$ cat src/sv/assert_macros.svh
// ----------------------------------------------------------------------------
// Assertion macros
// Shared concurrent assertion forms used by the cipher modules.
// ----------------------------------------------------------------------------
`ifndef ASSERT_MACROS_SVH
`define ASSERT_MACROS_SVH

// Same-cycle implication, disabled during reset.
`define ASSERT_IMPLY(label, clk, rst, ante, cons, msg) \
   label: assert property (@(posedge clk) disable iff (rst) (ante) |-> (cons)) \
      else $error(msg);

// Next-cycle implication, disabled during reset.
`define ASSERT_NEXT(label, clk, rst, ante, cons, msg) \
   label: assert property (@(posedge clk) disable iff (rst) (ante) |=> (cons)) \
      else $error(msg);

`endif

$ cat src/sv/pfc_pkg.sv
// ----------------------------------------------------------------------------
// pfc_pkg
// Types, constants and helper functions of the Playfair digraph cipher.
// ----------------------------------------------------------------------------
package pfc_pkg;

   localparam int Side  = 5;
   localparam int Cells = 25;

   localparam logic [6:0] AsciiA = 7'd65;
   localparam logic [6:0] AsciiZ = 7'd90;
   localparam logic [4:0] IdxX   = 5'd23;
   localparam logic [4:0] IdxY   = 5'd24;

   // Item opcodes.
   localparam logic [1:0] OpKeyLetter  = 2'd0;
   localparam logic [1:0] OpKeyDone    = 2'd1;
   localparam logic [1:0] OpTextLetter = 2'd2;
   localparam logic [1:0] OpEndOfText  = 2'd3;

   typedef struct packed {
      logic [1:0] opcode;
      logic [6:0] letter;
   } pfc_req_type;

   typedef struct packed {
      logic [6:0] cipher_letter;
      logic       last_of_pair;
   } pfc_rsp_type;

   // Commands from the controller to the datapath.
   typedef struct packed {
      logic accept;
      logic fill_step;
      logic cell_rd_b;
      logic ca_load;
      logic cb_load;
      logic sq_rd_b;
      logic l1_load;
      logic l2_load;
      logic out_second;
   } pfc_cmd_type;

   // Status from the datapath to the controller.
   typedef struct packed {
      logic emit_start;
      logic fill_start;
      logic fill_last;
   } pfc_stat_type;

   typedef struct packed {
      logic [4:0] t1;
      logic [4:0] t2;
   } pfc_cells_type;

   // Row of a cell index, by comparison against multiples of the side.
   function automatic logic [2:0] row_of(logic [4:0] c);
      logic [2:0] r;
      if (c >= 5'(4 * Side))      r = 3'd4;
      else if (c >= 5'(3 * Side)) r = 3'd3;
      else if (c >= 5'(2 * Side)) r = 3'd2;
      else if (c >= 5'(Side))     r = 3'd1;
      else                        r = 3'd0;
      return r;
   endfunction

   // Row times the side, as shift and add.
   function automatic logic [4:0] row_base(logic [2:0] r);
      return {r, 2'b00} + {2'b00, r};
   endfunction

   function automatic logic [2:0] col_of(logic [4:0] c);
      logic [4:0] d;
      d = c - row_base(row_of(c));
      return d[2:0];
   endfunction

   // Step one place along a row or column, wrapping at the edge.
   function automatic logic [2:0] step_wrap(logic [2:0] v);
      return (v == 3'(Side - 1)) ? 3'd0 : v + 3'd1;
   endfunction

   function automatic logic [4:0] cell_at(logic [2:0] r, logic [2:0] c);
      return row_base(r) + {2'b00, c};
   endfunction

   // Playfair cell mapping for one digraph.
   function automatic pfc_cells_type encipher_cells(logic [4:0] ca, logic [4:0] cb);
      logic [2:0]    r1, c1, r2, c2;
      pfc_cells_type res;
      r1 = row_of(ca);
      c1 = col_of(ca);
      r2 = row_of(cb);
      c2 = col_of(cb);
      if (r1 == r2) begin
         res.t1 = cell_at(r1, step_wrap(c1));
         res.t2 = cell_at(r2, step_wrap(c2));
      end else if (c1 == c2) begin
         res.t1 = cell_at(step_wrap(r1), c1);
         res.t2 = cell_at(step_wrap(r2), c2);
      end else begin
         res.t1 = cell_at(r1, c2);
         res.t2 = cell_at(r2, c1);
      end
      return res;
   endfunction

   // Filler letter that closes a digraph.
   function automatic logic [4:0] filler_for(logic [4:0] idx);
      return (idx == IdxX) ? IdxY : IdxX;
   endfunction

endpackage

$ cat src/sv/pfc_ram.sv
// ----------------------------------------------------------------------------
// pfc_ram
// Generic single-write, single-read RAM with registered read data.
// ----------------------------------------------------------------------------
module pfc_ram #(
   parameter int Width = 8,
   parameter int Depth = 32
) (
   input  logic                     clock,
   input  logic                     wr_en,
   input  logic [$clog2(Depth)-1:0] wr_addr,
   input  logic [Width-1:0]         wr_data,
   input  logic [$clog2(Depth)-1:0] rd_addr,
   output logic [Width-1:0]         rd_data
);

   logic [Width-1:0] mem_ff [Depth];
   logic [Width-1:0] rd_data_ff;

   // Write port and registered read port.
   always_ff @(posedge clock) begin
      if (wr_en) begin
         mem_ff[wr_addr] <= wr_data;
      end
      rd_data_ff <= mem_ff[rd_addr];
   end

   assign rd_data = rd_data_ff;

endmodule

$ cat src/sv/pfc_datapath.sv
// ----------------------------------------------------------------------------
// pfc_datapath
// Item decode, key square storage, digraph state and cipher lookups.
// ----------------------------------------------------------------------------
`include "assert_macros.svh"

module pfc_datapath (
   input  logic                 clock,
   input  logic                 reset,
   input  pfc_pkg::pfc_req_type req_data,
   input  pfc_pkg::pfc_cmd_type cmd,
   output pfc_pkg::pfc_stat_type stat,
   output pfc_pkg::pfc_rsp_type rsp_data
);

   logic [24:0] placed_ff, placed_in;
   logic [4:0]  fill_count_ff, fill_count_in;
   logic        key_ready_ff, key_ready_in;
   logic [4:0]  pend_ff, pend_in;
   logic        pend_valid_ff, pend_valid_in;
   logic [4:0]  fill_idx_ff, fill_idx_in;
   logic [4:0]  a_ff, a_in, b_ff, b_in;
   logic [4:0]  ca_ff, ca_in, cb_ff, cb_in;
   logic [4:0]  l1_ff, l1_in, l2_ff, l2_in;

   logic        letter_ok;
   logic [4:0]  idx;
   logic        room;
   logic        key_wr, fill_wr, wr_en;
   logic [4:0]  wr_letter;
   logic [4:0]  cell_rdata, sq_rdata;
   logic [4:0]  cell_rd_addr, sq_rd_addr;
   logic [4:0]  pair_b;
   logic [4:0]  out_idx;
   pfc_pkg::pfc_cells_type targets;

   // Letter decode: Z folds onto Y.
   always_comb begin
      letter_ok = (req_data.letter >= pfc_pkg::AsciiA) &&
                  (req_data.letter <= pfc_pkg::AsciiZ);
      if (req_data.letter == pfc_pkg::AsciiZ) begin
         idx = pfc_pkg::IdxY;
      end else begin
         idx = 5'(req_data.letter - pfc_pkg::AsciiA);
      end
   end

   // Square writes from key letters and from the key-done fill walk.
   assign room      = fill_count_ff < 5'(pfc_pkg::Cells);
   assign key_wr    = cmd.accept && (req_data.opcode == pfc_pkg::OpKeyLetter) &&
                      !key_ready_ff && letter_ok && !placed_ff[idx] && room;
   assign fill_wr   = cmd.fill_step && !placed_ff[fill_idx_ff] && room;
   assign wr_en     = key_wr || fill_wr;
   assign wr_letter = cmd.fill_step ? fill_idx_ff : idx;

   // Second letter of a digraph closed by a text letter.
   assign pair_b = (idx == pend_ff) ? pfc_pkg::filler_for(pend_ff) : idx;

   // Status for the controller.
   always_comb begin
      stat.fill_start = req_data.opcode == pfc_pkg::OpKeyDone;
      stat.emit_start = key_ready_ff && pend_valid_ff &&
                        (((req_data.opcode == pfc_pkg::OpTextLetter) && letter_ok) ||
                         (req_data.opcode == pfc_pkg::OpEndOfText));
      stat.fill_last  = fill_idx_ff == 5'(pfc_pkg::Cells - 1);
   end

   // Next-state logic of the digraph and key registers.
   always_comb begin
      placed_in     = placed_ff | (wr_en ? (25'(1) << wr_letter) : 25'(0));
      fill_count_in = fill_count_ff + {4'b0, wr_en};
      key_ready_in  = key_ready_ff;
      pend_in       = pend_ff;
      pend_valid_in = pend_valid_ff;
      fill_idx_in   = fill_idx_ff;
      a_in          = a_ff;
      b_in          = b_ff;

      if (cmd.accept) begin
         case (req_data.opcode)
            pfc_pkg::OpKeyDone: begin
               fill_idx_in = 5'd0;
            end
            pfc_pkg::OpTextLetter: begin
               if (key_ready_ff && letter_ok) begin
                  if (!pend_valid_ff) begin
                     pend_in       = idx;
                     pend_valid_in = 1'b1;
                  end else begin
                     a_in = pend_ff;
                     b_in = pair_b;
                     if (idx != pend_ff) begin
                        pend_valid_in = 1'b0;
                     end
                  end
               end
            end
            pfc_pkg::OpEndOfText: begin
               if (key_ready_ff && pend_valid_ff) begin
                  pend_valid_in = 1'b0;
                  a_in          = pend_ff;
                  b_in          = pfc_pkg::filler_for(pend_ff);
               end
            end
            default: begin
            end
         endcase
      end

      if (cmd.fill_step) begin
         fill_idx_in = fill_idx_ff + 5'd1;
         if (stat.fill_last) begin
            key_ready_in = 1'b1;
         end
      end
   end

   // Lookup capture registers.
   assign targets      = pfc_pkg::encipher_cells(ca_ff, cb_ff);
   assign cell_rd_addr = cmd.cell_rd_b ? b_ff : a_ff;
   assign sq_rd_addr   = cmd.sq_rd_b ? targets.t2 : targets.t1;
   assign ca_in        = cmd.ca_load ? cell_rdata : ca_ff;
   assign cb_in        = cmd.cb_load ? cell_rdata : cb_ff;
   assign l1_in        = cmd.l1_load ? sq_rdata : l1_ff;
   assign l2_in        = cmd.l2_load ? sq_rdata : l2_ff;

   always_ff @(posedge clock) begin
      if (reset) begin
         placed_ff     <= '0;
         fill_count_ff <= '0;
         key_ready_ff  <= 1'b0;
         pend_ff       <= '0;
         pend_valid_ff <= 1'b0;
         fill_idx_ff   <= '0;
      end else begin
         placed_ff     <= placed_in;
         fill_count_ff <= fill_count_in;
         key_ready_ff  <= key_ready_in;
         pend_ff       <= pend_in;
         pend_valid_ff <= pend_valid_in;
         fill_idx_ff   <= fill_idx_in;
      end
      a_ff  <= a_in;
      b_ff  <= b_in;
      ca_ff <= ca_in;
      cb_ff <= cb_in;
      l1_ff <= l1_in;
      l2_ff <= l2_in;
   end

   // Square: cell to letter.
   pfc_ram #(
      .Width(5),
      .Depth(pfc_pkg::Cells)
   ) u_square (
      .clock  (clock),
      .wr_en  (wr_en),
      .wr_addr(fill_count_ff),
      .wr_data(wr_letter),
      .rd_addr(sq_rd_addr),
      .rd_data(sq_rdata)
   );

   // Inverse map: letter to cell.
   pfc_ram #(
      .Width(5),
      .Depth(pfc_pkg::Cells)
   ) u_cell_of_letter (
      .clock  (clock),
      .wr_en  (wr_en),
      .wr_addr(wr_letter),
      .wr_data(fill_count_ff),
      .rd_addr(cell_rd_addr),
      .rd_data(cell_rdata)
   );

   // Result letter.
   assign out_idx                = cmd.out_second ? l2_ff : l1_ff;
   assign rsp_data.cipher_letter = {2'b00, out_idx} + pfc_pkg::AsciiA;
   assign rsp_data.last_of_pair  = cmd.out_second;

   `ASSERT_IMPLY(a_write_has_room, clock, reset, wr_en, room, "square write past the last cell")
   `ASSERT_IMPLY(a_key_square_full, clock, reset, key_ready_ff, &placed_ff, "key armed early")
   `ASSERT_IMPLY(a_emit_armed, clock, reset, stat.emit_start, key_ready_ff, "digraph before key")

endmodule

$ cat src/sv/pfc_ctrl.sv
// ----------------------------------------------------------------------------
// pfc_ctrl
// Sequencer for item acceptance, the key fill walk and digraph lookups.
// ----------------------------------------------------------------------------
`include "assert_macros.svh"

module pfc_ctrl (
   input  logic                  clock,
   input  logic                  reset,
   input  logic                  req_valid,
   output logic                  req_stall,
   output logic                  rsp_valid,
   input  logic                  rsp_stall,
   input  pfc_pkg::pfc_stat_type stat,
   output pfc_pkg::pfc_cmd_type  cmd
);

   typedef enum logic [3:0] {
      S_IDLE,
      S_FILL,
      S_CELL_A,
      S_CELL_B,
      S_CELL_C,
      S_SQ_A,
      S_SQ_B,
      S_SQ_C,
      S_EMIT1,
      S_EMIT2
   } state_type;

   state_type state_ff, state_in;

   // Handshake and command decode from the current state.
   always_comb begin
      cmd            = '0;
      req_stall      = state_ff != S_IDLE;
      rsp_valid      = (state_ff == S_EMIT1) || (state_ff == S_EMIT2);
      cmd.accept     = (state_ff == S_IDLE) && req_valid;
      cmd.fill_step  = state_ff == S_FILL;
      cmd.cell_rd_b  = state_ff == S_CELL_B;
      cmd.ca_load    = state_ff == S_CELL_B;
      cmd.cb_load    = state_ff == S_CELL_C;
      cmd.sq_rd_b    = state_ff == S_SQ_B;
      cmd.l1_load    = state_ff == S_SQ_B;
      cmd.l2_load    = state_ff == S_SQ_C;
      cmd.out_second = state_ff == S_EMIT2;
   end

   // Next state.
   always_comb begin
      state_in = state_ff;
      case (state_ff)
         S_IDLE: begin
            if (cmd.accept && stat.fill_start) begin
               state_in = S_FILL;
            end else if (cmd.accept && stat.emit_start) begin
               state_in = S_CELL_A;
            end
         end
         S_FILL: begin
            if (stat.fill_last) begin
               state_in = S_IDLE;
            end
         end
         S_CELL_A: state_in = S_CELL_B;
         S_CELL_B: state_in = S_CELL_C;
         S_CELL_C: state_in = S_SQ_A;
         S_SQ_A:   state_in = S_SQ_B;
         S_SQ_B:   state_in = S_SQ_C;
         S_SQ_C:   state_in = S_EMIT1;
         S_EMIT1: begin
            if (!rsp_stall) begin
               state_in = S_EMIT2;
            end
         end
         S_EMIT2: begin
            if (!rsp_stall) begin
               state_in = S_IDLE;
            end
         end
         default: state_in = S_IDLE;
      endcase
   end

   always_ff @(posedge clock) begin
      if (reset) begin
         state_ff <= S_IDLE;
      end else begin
         state_ff <= state_in;
      end
   end

   `ASSERT_IMPLY(a_no_accept_during_result, clock, reset, rsp_valid, req_stall, "input open while a result is pending")
   `ASSERT_NEXT(a_second_follows_first, clock, reset, rsp_valid && !rsp_stall && !cmd.out_second, rsp_valid && cmd.out_second, "second letter of a digraph missing")
   `ASSERT_NEXT(a_fill_returns_idle, clock, reset, cmd.fill_step && stat.fill_last, !req_stall, "fill walk did not release the input")

endmodule

$ cat src/sv/playfair_digraph_cipher.sv
// Key-letter and text-letter transactions that close no digraph leave the input open.
// Key done is accepted and then runs a 25-step fill walk over the letters.
// A digraph presents its first letter after two reads of the cell RAM and two of the
// square RAM, each through its single registered port, and reopens the input after
// its second letter is taken. Reset clears the control state; the square RAMs are
// not cleared and are read only after the fill walk.
// ----------------------------------------------------------------------------
// playfair_digraph_cipher
// Playfair encryption on a 5x5 key square with controller and datapath.
// ----------------------------------------------------------------------------
module playfair_digraph_cipher (
   input  logic                 clock,
   input  logic                 reset,
   input  logic                 req_valid,
   output logic                 req_stall,
   input  pfc_pkg::pfc_req_type req_data,
   output logic                 rsp_valid,
   input  logic                 rsp_stall,
   output pfc_pkg::pfc_rsp_type rsp_data
);

   pfc_pkg::pfc_cmd_type  cmd;
   pfc_pkg::pfc_stat_type stat;

   // Sequencer.
   pfc_ctrl u_ctrl (
      .clock    (clock),
      .reset    (reset),
      .req_valid(req_valid),
      .req_stall(req_stall),
      .rsp_valid(rsp_valid),
      .rsp_stall(rsp_stall),
      .stat     (stat),
      .cmd      (cmd)
   );

   // Storage and lookups.
   pfc_datapath u_datapath (
      .clock   (clock),
      .reset   (reset),
      .req_data(req_data),
      .cmd     (cmd),
      .stat    (stat),
      .rsp_data(rsp_data)
   );

endmodule
$ cat config.mk
export PLATFORM = sky130hd
export DESIGN_NAME = playfair_digraph_cipher
export DESIGN_NICKNAME = d
export VERILOG_FILES = /design/src/sv/pfc_pkg.sv /design/src/sv/pfc_ram.sv /design/src/sv/pfc_datapath.sv /design/src/sv/pfc_ctrl.sv /design/src/sv/playfair_digraph_cipher.sv
export VERILOG_INCLUDE_DIRS = /design/src /design/src/sv
export SDC_FILE = /design/constraint.sdc
export NUM_CORES = 1
export LEC_CHECK = 0
export CAP_MARGIN = 10
export CORE_MARGIN = 1
export CORE_UTILIZATION = 58
export CTS_CLUSTER_DIAMETER = 50
export DETAILED_ROUTE_END_ITERATION = 16
export DONT_BUFFER_PORTS = 1
export GPL_TIMING_DRIVEN = 0
export PLACE_DENSITY = 0.76
export SKIP_LAST_GASP = 1
export SLEW_MARGIN = 40
export SYNTH_ARGS = -nofsm -noshare
export SYNTH_HDL_FRONTEND = slang
export SYNTH_SLANG_ARGS = --single-unit
$ cat constraint.sdc
create_clock -name clock -period 4.91 [get_ports clock]
set_input_delay 1.473 -clock clock [delete_from_list [all_inputs] [get_ports clock]]
set_output_delay 1.473 -clock clock [all_outputs]
set_load 0.02 [all_outputs]
Word level (Yosys, flattened, before mapping)
Memory sizes are Yosys's and may differ from the RTL's. A register that Yosys moved wholly into a read port is not among the register bits.
Cells that the tools add are included.
- memories kept: 2
- bits in writable memories: 250
- input bits: 13
- logic and storage cells: 164
- output and inout port bits: 10
- bits in registers: 76
- memory list (memory ; words ; bits a word ; read ports ; clocked after memory_dff ; write ports ; line ; RTL):
    u_datapath.u_cell_of_letter.mem_ff ; 25 ; 5 ; 1 ; 1 ; 1 ; pfc_ram.sv:17 ; logic [Width-1:0] mem_ff [Depth];
    u_datapath.u_square.mem_ff ; 25 ; 5 ; 1 ; 1 ; 1 ; pfc_ram.sv:17 ;
- order comparisons: 13
- mux-type cells: 50
- shift-type cells: 1
- reductions and logical operators: 33
- equality and inequality tests: 30
- $add $sub $neg: 20
- bitwise gates (word level): 2
- operators by type and width (kind ; number):
    5-bit 2-to-1 mux ; 15
    5-bit by 3-bit adder with 5-bit output ; 10
    4-bit one-hot mux with 10 select lines ; 1
    3-bit 2-to-1 mux ; 10
    25-bit 2-to-1 mux ; 1
    25-bit OR ; 1
    1-bit by 5-bit left shift with 25-bit output, first input constant ; 1
    4-bit 2-to-1 mux ; 6
    5-bit by 4-bit >= comparator with 1-bit output, second input constant ; 4
    10-bit 2-to-1 mux ; 2
    5-bit one-hot mux with 2 select lines ; 2
    4-bit by 3-bit == test with 1-bit output, second input constant ; 4
    1-bit logical AND ; 15
    3-bit by 1-bit adder with 3-bit output, second input constant ; 4
    3-bit == test, second input constant ; 4
    5-bit by 6-bit < comparator with 1-bit output, second input constant ; 2
    4-bit AND reduction ; 3
    1-bit binary-select mux with 5-bit select ; 2
    5-bit == test, second input constant ; 2
    5-bit by 3-bit >= comparator with 1-bit output, second input constant ; 2
    5-bit >= comparator, second input constant ; 2
    1-bit 2-to-1 mux ; 10
    4-bit by 2-bit == test with 1-bit output, second input constant ; 2
    4-bit == test, second input constant ; 2
    28 further kinds ; 42

Logic depth before layout (Yosys ltp)
- depth in word-level cells: 12
- mapped depth: 22
- depth with buffers taken out: 21

Modules after synthesis
Synthesis repeated with hierarchy kept, for this count alone.
- cells, all modules: 1132
- area total of the unflattened synthesis: 15811.4 um^2
- modules (own cells, without submodules) (module ; seq. area each (um^2) ; instances ; cells an instance ; area an instance (um^2)):
    pfc_ram ; 3853.7 ; 2 ; 272 ; 5078.6
    pfc_datapath ; 1741.7 ; 1 ; 548 ; 5312.6
    pfc_ctrl ; 80.1 ; 1 ; 40 ; 341.6

Worst setup path before layout
Ideal clock, no wire load.
- path type: reg-to-reg
- start: register u_datapath.cb_ff[1]
- end: register u_datapath.u_square.rd_data_ff[4], in the netlist u_datapath.u_square.rd_data[4], read port of u_datapath.u_square.mem_ff
- path slack: -0.131 ns
- arrival: 4.924 ns
- stages on the path, launching flop included: 22
- buffers on the path: 0
- setup time: 0.118 ns
- data required time: 4.792 ns
- clock period less this slack: 5.041 ns
- cell sequence: edfxtp_1 > or4b_1 > o21ai_0 > a31oi_1 > inv_1 > ha_1 > inv_1 > fa_1 > or3_1 > nand2_1 > a21oi_1 > ha_1 > inv_1 > fa_1 > mux2i_1 > nand3_1 > a41o_1 > nor2_4 > mux2_2 > a2111oi_0 > o31ai_1 > o2111a_1
- longest elaborated chain between the ends: 12
- elaborated cells between the ends (all ways): 26
- those cells by class: add/sub (9); order compare (4); eq/ne (4); mux (9)
- ends and longest elaborated chain (what ; line ; RTL):
    start: declaration ; pfc_datapath.sv:23 ; logic [4:0] ca_ff, ca_in, cb_ff, cb_in;
    start signal: assignment ; pfc_datapath.sv:146 ; cb_ff <= cb_in;
    5-bit by 3-bit >= comparator with 1-bit output ; pfc_pkg.sv:62 ; else if (c >= 5'(Side)) r = 3'd1;
    1-bit 2-to-1 mux ; pfc_pkg.sv:62 ;
    3-bit 2-to-1 mux ; pfc_pkg.sv:61 ; else if (c >= 5'(2 * Side)) r = 3'd2;
    3-bit 2-to-1 mux ; pfc_pkg.sv:60 ; else if (c >= 5'(3 * Side)) r = 3'd3;
    3-bit 2-to-1 mux ; pfc_pkg.sv:59 ; if (c >= 5'(4 * Side)) r = 3'd4;
    5-bit by 3-bit adder with 5-bit output (tied with other cells) ; pfc_pkg.sv:69 ; return {r, 2'b00} + {2'b00, r};
    3-bit subtractor or 3-bit 2-to-1 mux (tied branches) ; pfc_pkg.sv:74, pfc_pkg.sv:80 ;
    3-bit by 1-bit adder with 3-bit output (tied with other cells) ; pfc_pkg.sv:80 ; return (v == 3'(Side - 1)) ? 3'd0 : v + 3'd1;
    3-bit 2-to-1 mux or 5-bit by 3-bit adder with 5-bit output (tied branches) ; pfc_pkg.sv:80, pfc_pkg.sv:84 ;
    5-bit by 3-bit adder with 5-bit output or 10-bit 2-to-1 mux (tied branches) ; pfc_pkg.sv:84, pfc_pkg.sv:98 ;
    10-bit 2-to-1 mux * ; pfc_pkg.sv:95 ; if (r1 == r2) begin
    5-bit 2-to-1 mux * ; pfc_datapath.sv:121 ; assign sq_rd_addr = cmd.sq_rd_b ? targets.t2 : targets.t1;
    end: declaration ; pfc_ram.sv:18 ; logic [Width-1:0] rd_data_ff;
Every way passes the cells marked *; elsewhere a longest branch is shown, timed or not.
A chain may end at the register's enable or synchronous reset.

Worst setup path in the final report
- start: register u_datapath.cb_ff[2]
- end: register u_datapath.u_square.rd_data_ff[3], in the netlist u_datapath.u_square.rd_data[3], read port of u_datapath.u_square.mem_ff
Same word-level chain as after synthesis.

==> reports/metrics.csv <==
metric;value;unit
arrival;5.39;ns
gp_congestion;0.9676;
boundaryPins;23;
vias;10640;
diodes;0;
power;7.379;mW
h-tree-depth;2;
seq_power_share;45.5;%
p_comb_share;17.7;%
syn-cell-area;16150;um2
worst_clock_skew;0.02504;ns
clockRootBuffer;clkbuf_16;
maxCapViolCount;0;
status;finished with violations;
syn_nets;1298;
die-area;28520;um2
reg.largest.list;u_datapath.u_cell_of_letter.mem_ff: 125 flops, u_datapath.u_square.mem_ff: 125 flops, u_datapath.placed_ff: 25 flops;
drc_errors;0;
coreArea;27100;um2
p_sw;2.000;mW
io_buffers;0;
cp-end-kind;flop;
syn_area_per_cell;13.06;um2
p_int;5.379;mW
layout_setup_ws;-0.06929;ns
path_max_fanout;8;
p_sw_share;27.10;%
fin_crit_sh;101.4;%
rows;60;
design_area;18510;um2
cts_made_buffers;35;
cp.required;5.32;ns
slowest_stage;or4b_4;
via_per_inst;6.226;
clockBufferDepth;3;
drv_slew;0;
relSlewSlack;46.14;%
p_leak;6.860;nW
worstSetupStartpointType;flop;
initial_core_util;59.59;%
ir_drop;0.3495;mV
ys_warn_count;0;
fmax;0.2008;GHz
final.setup.tns;-0.1449;ns
grt_overflow;0;
die_x;168.9;um
first_iter_violations;1097;
hold_viol;0;
setup_violations;3;
synth_ff_type;edfxtp_1;
grt_max_degree;35;
crit_path_max_incr_delay;0.56;ns
firstDrtPassIters;5;
cts_tree;built;
clk_pin_slew;0.06;ns
synth_seq_area_share;59.00;%
track_usage;26.79;%
drive_above_1_share;19.15;%
synthDistinctLibCells;87;
grt_pass1_wl;58130;um
multi_input_area;6510;um2
clkLatencyLatePin;0.52;ns
antenna_found_initial;0;
area_growth;14.61;%
regArea;9535;um2
failed_checks;setup timing;
async_reset_ff_share;0;%
critPathKind;flop to flop;
p_per_area;398.6;nW/um2
hold_class;flop to flop;
timing.hold.ws;0.4289;ns
tightest_slew;0.8080;ns
first_global_vias;10590;
drtAntennaViolNets;0;
synth-edff-count;280;
placed_area;16660;um2
ys_seq_elements;336;
cts_num_sinks;336;
rsz0062_at_grt;yes;
dp_hpwl;25120;um
routed_wl;37270;um
syn_inst;1237;
fp.dieH;168.9;um
num-fill-cells;1887;
final_nets;1371;
clkPwrFrac;36.8;%
crit_chain;or4b_4 -> o21ai_2 -> a31oi_2 -> inv_1 -> ha_2 -> inv_2 -> fa_2 -> or3_4 -> nand2_4 -> a21oi_2 -> ha_2 -> inv_2 -> fa_1 -> mux2i_2 -> nand3_2 -> a41o_1 -> nor2_4 -> buf_6 -> buf_4 -> mux2i_1 -> a22oi_1 -> a21oi_1 -> nor4_1;
layout_min_cycle_time;4.979;ns
wire_per_inst;21.81;um
worst paths after layout:
path                                                        to  cells after the start  slack [ns]                           start
worst min register to register             u_datapath.l1_ff[1]                      0        0.43  u_datapath.u_square.rd_data[1]
worst min-delay path                       u_datapath.l1_ff[1]                      0        0.43  u_datapath.u_square.rd_data[1]
worst max-delay path            u_datapath.u_square.rd_data[3]                     23       -0.07             u_datapath.cb_ff[2]
worst max register to register  u_datapath.u_square.rd_data[3]                     23       -0.07             u_datapath.cb_ff[2]
per-layer routing:
| layer | share of wire, % | GRT usage, % |
|---|---|---|
| met5 | 0 | 0 |
| met3 | 5.8 | 3.647 |
| met2 | 49 | 44.75 |
| met4 | 3.5 | 10.20 |
| met1 | 42 | 35.89 |
critical path: cells and delay by family, from the launching register on:
family	cells	cell delay, ns
AO/OA/AOI/OAI	6	0.83
AND/OR/NAND/NOR	6	1.74
buffers and inverters	5	0.47
adder cells (fa/ha/maj)	4	1.14
multiplexers	2	0.30
flip-flops	1	0.39
through the flow:
stage	cells	util, %	worst slack (ns)
finish	1709	68.30	-0.06929
global route	1709	68.30	-0.2287
CTS	1696	67.27	-0.08324
detailed placement	1609	61.46	-0.8032
global placement	1609	61.41	-0.7763
floorplan	1237	-	0.002503
logic make-up after synthesis:
group	synth area share, %
and+or+nand+nor	11.03
DFF	59.00
AOI/OAI and AO/OA	11.49
muxes	9.854
buffers and inverters	3.006
adders and majority gates	4.183
xor gates and xnor gates	1.410
other	0.02322
repair_timing:
item / CTS / global route
buffers inserted: 24 / 14
setup endpoints to repair: 139 / 166
gates resized for setup: 42 / 40
pin swaps: 16 / 23
hold buffers: 0 / 0
hold endpoints to repair: 0 / 0
synthesized netlist by cell type, types with 5 or more instances:
cell type    n  area, um2
edfxtp_1   280       8408
nand2_1    112      420.4
nor2_1      84      315.3
mux2i_1     78      780.8
dfxtp_1     56       1121
inv_1       49      183.9
clkbuf_1    40      150.1
ha_1        38      475.5
a21oi_1     34      170.2
mux4_2      32      720.7
o21ai_0     29      145.1
a211oi_1    28      210.2
o211ai_1    28      210.2
nand3_1     22      110.1
and2_1      19      118.9
and4_1      19      166.4
xnor2_1     18      157.7
a31oi_1     15      93.84
nor3_1      14      70.07
o21ba_1     14      140.1
nand2b_1    13      81.33
nor2b_1     13      81.33
a21o_1      10      75.07
buf_2       10      50.05
fa_1        10      200.2
a311oi_1     8      70.07
mux2_2       8      90.09
xor2_1       8      70.07
o211a_1      7      70.07
or3_1        7      43.79
a22oi_1      6      45.04
buf_4        5      37.54
nor3_2       5      50.05
o21a_1       5      37.54
o21ba_2      5      50.05
o221ai_1     5      43.79
o32ai_1      5      43.79
layout by cell type (no fill, tap or decap), drive strengths merged, types with 20 or more instances in the layout:
cell type	instances
o211ai	28
mux2i	78
nor3	20
clkbuf	84
inv	51
and2	21
dfxtp	56
a211oi	30
buf	61
mux4	32
ha	38
edfxtp	280
a21oi	36
nor2	85
nand3	23
o21ai	33
nand2	114
area by class of cell:
cell class | instances | area share, %
Buffer | 61 | 1.724
Sequential cell | 336 | 51.51
Clock inverter | 18 | 1.142
Inverter | 50 | 1.034
Tap cell | 372 | 2.515
Multi-Input combinational cell | 788 | 35.17
Timing Repair Buffer | 38 | 1.561
Clock buffer | 46 | 5.340
power by group through the flow:
stage	logic, mW	clock network (mW)	registers [mW]
3_3_place_gp	1.12	0	3.42
2_1_floorplan	0.806	0	3.39
4_1_cts	1.22	2.74	3.36
5_1_grt	1.40	2.85	3.37
6_report	1.30	2.72	3.36
3_5_place_dp	1.14	0	3.42
(Power assumes the default switching activity.)
